--- src/design/reachability_label_query_core_assert.svh ---
// ----------------------------------------------------------------------------
// Reachability label query core assertion macros
// Shorthand for clocked concurrent checks that are disabled during reset.
// ----------------------------------------------------------------------------
`ifndef REACHABILITY_LABEL_QUERY_CORE_ASSERT_SVH
`define REACHABILITY_LABEL_QUERY_CORE_ASSERT_SVH

// Checks a property on every rising edge of clk outside reset.
`define RLQ_ASSERT(lbl, prop, msg) \
	lbl: assert property (@(posedge clk) disable iff (!arst_n) prop) else $error(msg);

// Checks that a condition never holds on a rising edge of clk outside reset.
`define RLQ_NEVER(lbl, cond, msg) \
	lbl: assert property (@(posedge clk) disable iff (!arst_n) !(cond)) else $error(msg);

`endif

--- src/design/rlq_pkg.sv ---
// ----------------------------------------------------------------------------
// Reachability label query package
// Field widths, action and decision codes, the vertex record layout and the
// command and status bundles between controller and datapath.
// ----------------------------------------------------------------------------
package rlq_pkg;

	localparam int VTX_W  = 10;
	localparam int ADDR_W = 14;
	localparam int LEN_W  = 9;
	localparam int VAL_W  = 16;
	localparam int ACT_W  = 2;
	localparam int DEC_W  = 3;
	localparam int RED_CNT_W = 4;

	localparam logic [ACT_W-1:0] ACT_RECORD = 2'd0;
	localparam logic [ACT_W-1:0] ACT_LABEL  = 2'd1;
	localparam logic [ACT_W-1:0] ACT_QUERY  = 2'd2;
	localparam logic [ACT_W-1:0] ACT_NOP    = 2'd3;

	localparam logic [DEC_W-1:0] DEC_SAME  = 3'd0;
	localparam logic [DEC_W-1:0] DEC_COMP  = 3'd1;
	localparam logic [DEC_W-1:0] DEC_RANK  = 3'd2;
	localparam logic [DEC_W-1:0] DEC_LABEL = 3'd3;
	localparam logic [DEC_W-1:0] DEC_NONE  = 3'd4;

	typedef struct packed {
		logic [VTX_W-1:0]  comp_id;
		logic [VTX_W-1:0]  topo_rank;
		logic [ADDR_W-1:0] out_base;
		logic [LEN_W-1:0]  out_cnt;
		logic [ADDR_W-1:0] in_base;
		logic [LEN_W-1:0]  in_cnt;
	} rec_t;

	typedef struct packed {
		logic latch;
		logic rec_we;
		logic lbl_we;
		logic load_walk;
		logic reduce_step;
		logic walk_adv_a;
		logic walk_adv_b;
	} cmd_t;

	typedef struct packed {
		logic [ACT_W-1:0] act;
		logic             same_vtx;
		logic             out_range;
		logic             comp_diff;
		logic             rank_ge;
		logic             red_last;
		logic             walk_end;
		logic             walk_eq;
		logic             walk_lt;
	} status_t;

	// Number of conditional subtractions of the label depth, shifted left,
	// that bring any 14-bit label base below the depth.
	function automatic int red_steps(input longint lw);
		int s;
		s = 0;
		for (int k = 0; k < 16; k++) begin
			if ((lw << k) <= 64'd16383)
				s = k + 1;
		end
		return s;
	endfunction

endpackage

--- src/design/rlq_ctrl.sv ---
// ----------------------------------------------------------------------------
// Reachability label query controller
// Sequences each beat through dispatch, record check, base reduction and the
// merge walk, and registers the result strobe and answer.
// ----------------------------------------------------------------------------
`include "reachability_label_query_core_assert.svh"

module rlq_ctrl (
	input  logic                       clk,
	input  logic                       arst_n,
	input  logic                       start,
	output logic                       busy,
	input  rlq_pkg::status_t           status,
	output rlq_pkg::cmd_t              cmd,
	output logic                       done,
	output logic                       reachable,
	output logic [rlq_pkg::DEC_W-1:0]  decided_by
);

	import rlq_pkg::*;

	typedef enum logic [2:0] {
		ST_IDLE,
		ST_DISPATCH,
		ST_CHECK,
		ST_REDUCE,
		ST_WALK
	} state_t;

	state_t           state_q;
	state_t           state_d;
	logic             res_valid;
	logic             res_reach;
	logic [DEC_W-1:0] res_code;
	logic             done_q;
	logic             reachable_q;
	logic [DEC_W-1:0] decided_by_q;

	always_comb begin
		state_d   = state_q;
		cmd       = '0;
		res_valid = 1'b0;
		res_reach = 1'b0;
		res_code  = DEC_NONE;
		unique case (state_q)
			ST_IDLE: begin
				if (start) begin
					cmd.latch = 1'b1;
					state_d   = ST_DISPATCH;
				end
			end
			ST_DISPATCH: begin
				state_d = ST_IDLE;
				unique case (status.act)
					ACT_RECORD: cmd.rec_we = 1'b1;
					ACT_LABEL:  cmd.lbl_we = 1'b1;
					ACT_QUERY: begin
						if (status.same_vtx) begin
							res_valid = 1'b1;
							res_reach = 1'b1;
							res_code  = DEC_SAME;
						end else if (status.out_range) begin
							res_valid = 1'b1;
							res_code  = DEC_NONE;
						end else begin
							state_d = ST_CHECK;
						end
					end
					default: state_d = ST_IDLE;
				endcase
			end
			ST_CHECK: begin
				if (status.comp_diff) begin
					res_valid = 1'b1;
					res_code  = DEC_COMP;
					state_d   = ST_IDLE;
				end else if (status.rank_ge) begin
					res_valid = 1'b1;
					res_code  = DEC_RANK;
					state_d   = ST_IDLE;
				end else begin
					cmd.load_walk = 1'b1;
					state_d       = ST_REDUCE;
				end
			end
			ST_REDUCE: begin
				cmd.reduce_step = 1'b1;
				if (status.red_last)
					state_d = ST_WALK;
			end
			ST_WALK: begin
				if (status.walk_end) begin
					res_valid = 1'b1;
					res_code  = DEC_NONE;
					state_d   = ST_IDLE;
				end else if (status.walk_eq) begin
					res_valid = 1'b1;
					res_reach = 1'b1;
					res_code  = DEC_LABEL;
					state_d   = ST_IDLE;
				end else if (status.walk_lt) begin
					cmd.walk_adv_a = 1'b1;
				end else begin
					cmd.walk_adv_b = 1'b1;
				end
			end
			default: state_d = ST_IDLE;
		endcase
	end

	always_ff @(posedge clk or negedge arst_n) begin
		if (!arst_n) begin
			state_q      <= ST_IDLE;
			done_q       <= 1'b0;
			reachable_q  <= 1'b0;
			decided_by_q <= DEC_SAME;
		end else begin
			state_q      <= state_d;
			done_q       <= res_valid;
			reachable_q  <= res_reach;
			decided_by_q <= res_code;
		end
	end

	assign busy       = (state_q != ST_IDLE);
	assign done       = done_q;
	assign reachable  = reachable_q;
	assign decided_by = decided_by_q;

	`RLQ_ASSERT(a_done_in_idle, done_q |-> (state_q == ST_IDLE), "result shown outside idle")
	`RLQ_ASSERT(a_accept_dispatch, (state_q == ST_IDLE && start) |=> (state_q == ST_DISPATCH), "accepted beat not dispatched")
	`RLQ_ASSERT(a_single_strobe, done_q |=> !done_q, "result strobe longer than one cycle")
	`RLQ_NEVER(a_reach_code, done_q && reachable_q && decided_by_q != DEC_SAME && decided_by_q != DEC_LABEL, "reachable with a negative decision code")

endmodule

--- config.mk ---
export PLATFORM = sky130hd
export DESIGN_NAME = rlq_ctrl
export DESIGN_NICKNAME = d
export VERILOG_FILES = /design/src/design/rlq_pkg.sv /design/src/design/rlq_ctrl.sv
export VERILOG_INCLUDE_DIRS = /design/src /design/src/design
export SDC_FILE = /design/constraint.sdc
export NUM_CORES = 1
export LEC_CHECK = 0
export ABC_AREA = 1
export CORE_AREA = 2 2 39 41
export DETAILED_ROUTE_END_ITERATION = 8
export DIE_AREA = 0 0 41 43
export DONT_BUFFER_PORTS = 1
export PLACE_DENSITY = 0.52
export SETUP_SLACK_MARGIN = 0.15
export SYNTH_ARGS = -nofsm -noshare
export SYNTH_HDL_FRONTEND = slang
export SYNTH_SLANG_ARGS = --single-unit
export TNS_END_PERCENT = 1
--- constraint.sdc ---
create_clock -name clk -period 1.25 [get_ports clk]
set_input_delay 0.0625 -clock clk [delete_from_list [all_inputs] [get_ports clk]]
set_output_delay 0.0625 -clock clk [all_outputs]
set_load 0.005 [all_outputs]
==> impl_metrics.csv <==
group,metric,value,unit
outcome,status,"complete, no violations",
synth,seq_area_frac_synth,0.404,
placed_design,post_dp_cell_area,515,um2
synth,yosys.area.top_type,"dfrtp_1",
power,pwr_density_cell,1420,nW/um2
hold_path,hold_class,"in2reg",
timing,setup_tns,0,ns
die,die_y,43,um
detailed_routing,via_per_inst,4.92,
global_route,antenna_found_initial,0,
global_route,grt_pass1_wl,1880,um
synth,synth_common_cells,"inv_1, nor2_1, nand2_1, dfrtp_1, nand3_1",
critical_path,crit_type,"reg2out",
finish,ff_latch_area,204,um2
hold_path,hp-start,"status[2]",
synth,synth_top_area_frac,0.404,
clock_tree,cts.path.max_buffers,2,
power,power,0.918,mW
placed_design,dp_hpwl,887,um
global_route,grt_overflow,0,
synth,syn_inst,66,
timing,worst_pin_slew,0.381,ns
detailed_routing,vias,453,
synth,synthMostInstantiatedCell,"inv_1",
timing,period_share,0.947,
global_route,grt_max_degree,9,
die,fp.dieW,41,um
critical_path,worst_setup_path_end_kind,"output port",
timing,grt_setup_unrepaired,"true",
placed_design,dpl_worst_slack,0.209,ns
clock_tree,cts_sinks,8,
critical_path,crit_arrival,1.12,ns
detailed_routing,dr.pass1.iters,3,
finish,fin_nets,91,
clock_tree,clk_pin_slew_worst_paths,0.05,ns
finish,area_delta_synth_final,30.1,%
placed_design,gp_congestion,0.780,
timing,drv_slew,0,
finish,fill_cells,139,
die,die-area,1760,um2
global_route,first_global_vias,453,
timing,fin_crit,1.18,ns
timing,skew,0.00552,ns
placed_design,numPortBuffers,0,
power,irDropWorstVdd,0.000892,V
power,p_leak,0.328,nW
critical_path,cp-startpoint,"state_q[0]$_DFFE_PN0P_",
job,drv_cap,0,
timing,hold_viol,0,
critical_path,cp_max_fo,4,
detailed_routing,drtIter0Drc,4,
synth,ys_async_sr_fraction,1.00,
timing,worst_slack,0.0658,ns
synth,synth-seq-cells,8,
synth,synth_cell_type_count,16,
detailed_routing,ant_nets,0,
synth,synth_area_leaders,"dfrtp_1, inv_1, nor2_1",
finish,insertedDiodeCount,0,
finish,drive_gt1_frac,0.382,
clock_tree,cts_tree,"yes",
timing,slew_headroom,0.745,
timing,final-setup-viol-count,0,
placed_design,place_inst,82,
finish,finish.instance_area,644,um2
timing,max_freq,844,MHz
detailed_routing,post_drt_wl_per_cell,13.1,um
synth,synth_flop_cell,"dfrtp_1",
synth,avgSynthCellArea,7.51,um2
clock_tree,numCtsBuffers,3,
synth,synth_edf_count,0,
die,start_util,0.358,
global_route,grt_usage,0.167,
detailed_routing,routed_wl,1210,um
finish,instances_no_fill,92,
finish,multiInputGateArea,277,um2
die,core_area,1380,um2
critical_path,rr_startpoint,"state_q[0]$_DFFE_PN0P_",
critical_path,start_kind,"register",
synth,netlist_area,495,um2
critical_path,crit_required,1.19,ns
die,ioPinCount,26,
synth,yosysWarningCount,0,
clock_tree,clk-insertion-delay-late,0.25,ns
detailed_routing,drc,0,
clock_tree,htreeDepth,1,
die,rows,14,
synth,syn_nets,79,
clock_tree,cts_root_buf,"clkbuf_4",
## what timing repair did
item / CTS / global route
pin swaps: 0 / 0
resized for setup: 7 / 9
buffers inserted: 2 / 0
endpoints found under the hold margin: 11 / 0
hold buffers: 5 / 0
cloned: 0 / 0
endpoints found under the setup margin: 7 / 12
## layer usage
layer	routed length, um	track usage
met3	66	0.0733
met5	0	0
met4	24	0.0800
met2	651	0.269
met1	465	0.176
## power breakdown
part | total, mW | internal, mW | leakage (nW) | switching (mW)
Sequential | 0.365 | 0.307 | 0.101 | 0.0578
Clock | 0.193 | 0.110 | 0.0138 | 0.0835
Combinational | 0.360 | 0.152 | 0.213 | 0.208
## cells in the final DEF (no fill, tap or decap), drive strengths merged
master,n
buf,2
clkbuf,3
dfrtp,8
dlygate4sd3,5
inv,15
nand2,11
nand3,10
nand3b,2
nand4,2
nor2,13
nor3,1
o21ai,3
o21bai,1
## layout make-up
cell class,instances,area share
clock buffers,3,0.0350
inverters,15,0.0874
multi-input cells,43,0.429
flip-flops and latches,8,0.317
well taps,16,0.0311
repair buffers,7,0.101
## worst max-delay path: stages, from the launching register on
cell and delay, ns:
dfrtp_2 0.46, inv_2 0.08, buf_4 0.11, nand3_4 0.08, nor2_4 0.14
## final timing paths
check / end / slack (ns) / cells after the start
max reg2reg: state_q[0]$_DFFE_PN0P_ / 0.15 / 6
min: done$_DFF_PN0_ / 0.006 / 2
max in group asynchronous: state_q[0]$_DFFE_PN0P_ / 0.79 / 1
max: cmd[3] / 0.07 / 4
min reg2reg: state_q[2]$_DFFE_PN0P_ / 0.68 / 3
min in group asynchronous: decided_by[2]$_DFF_PN0_ / 0.16 / 1
## registers in the layout, summed over array words and instances, names as in the netlist
name and cells:
decided_by 3, state_q 3, done 1, reachable 1
## through the flow
stage	utilization	hold WS (ns)
after floorplan	-	-0.233
after global placement	0.373	-0.233
after detailed placement	0.373	-0.233
after CTS	0.448	0.00821
after global routing	0.466	0.00328
final	0.466	0.00642
## cell families (layout without fill, tap and decap cells)
family / after synthesis / after routing / synth area share
AND/OR/NAND/NOR: 39 / 39 / 0.429
buffers and inverters: 15 / 25 / 0.114
flip-flops: 8 / 8 / 0.404
AO/OA/AOI/OAI: 4 / 4 / 0.0530
Note: power is estimated with default switching activity, not from simulation.
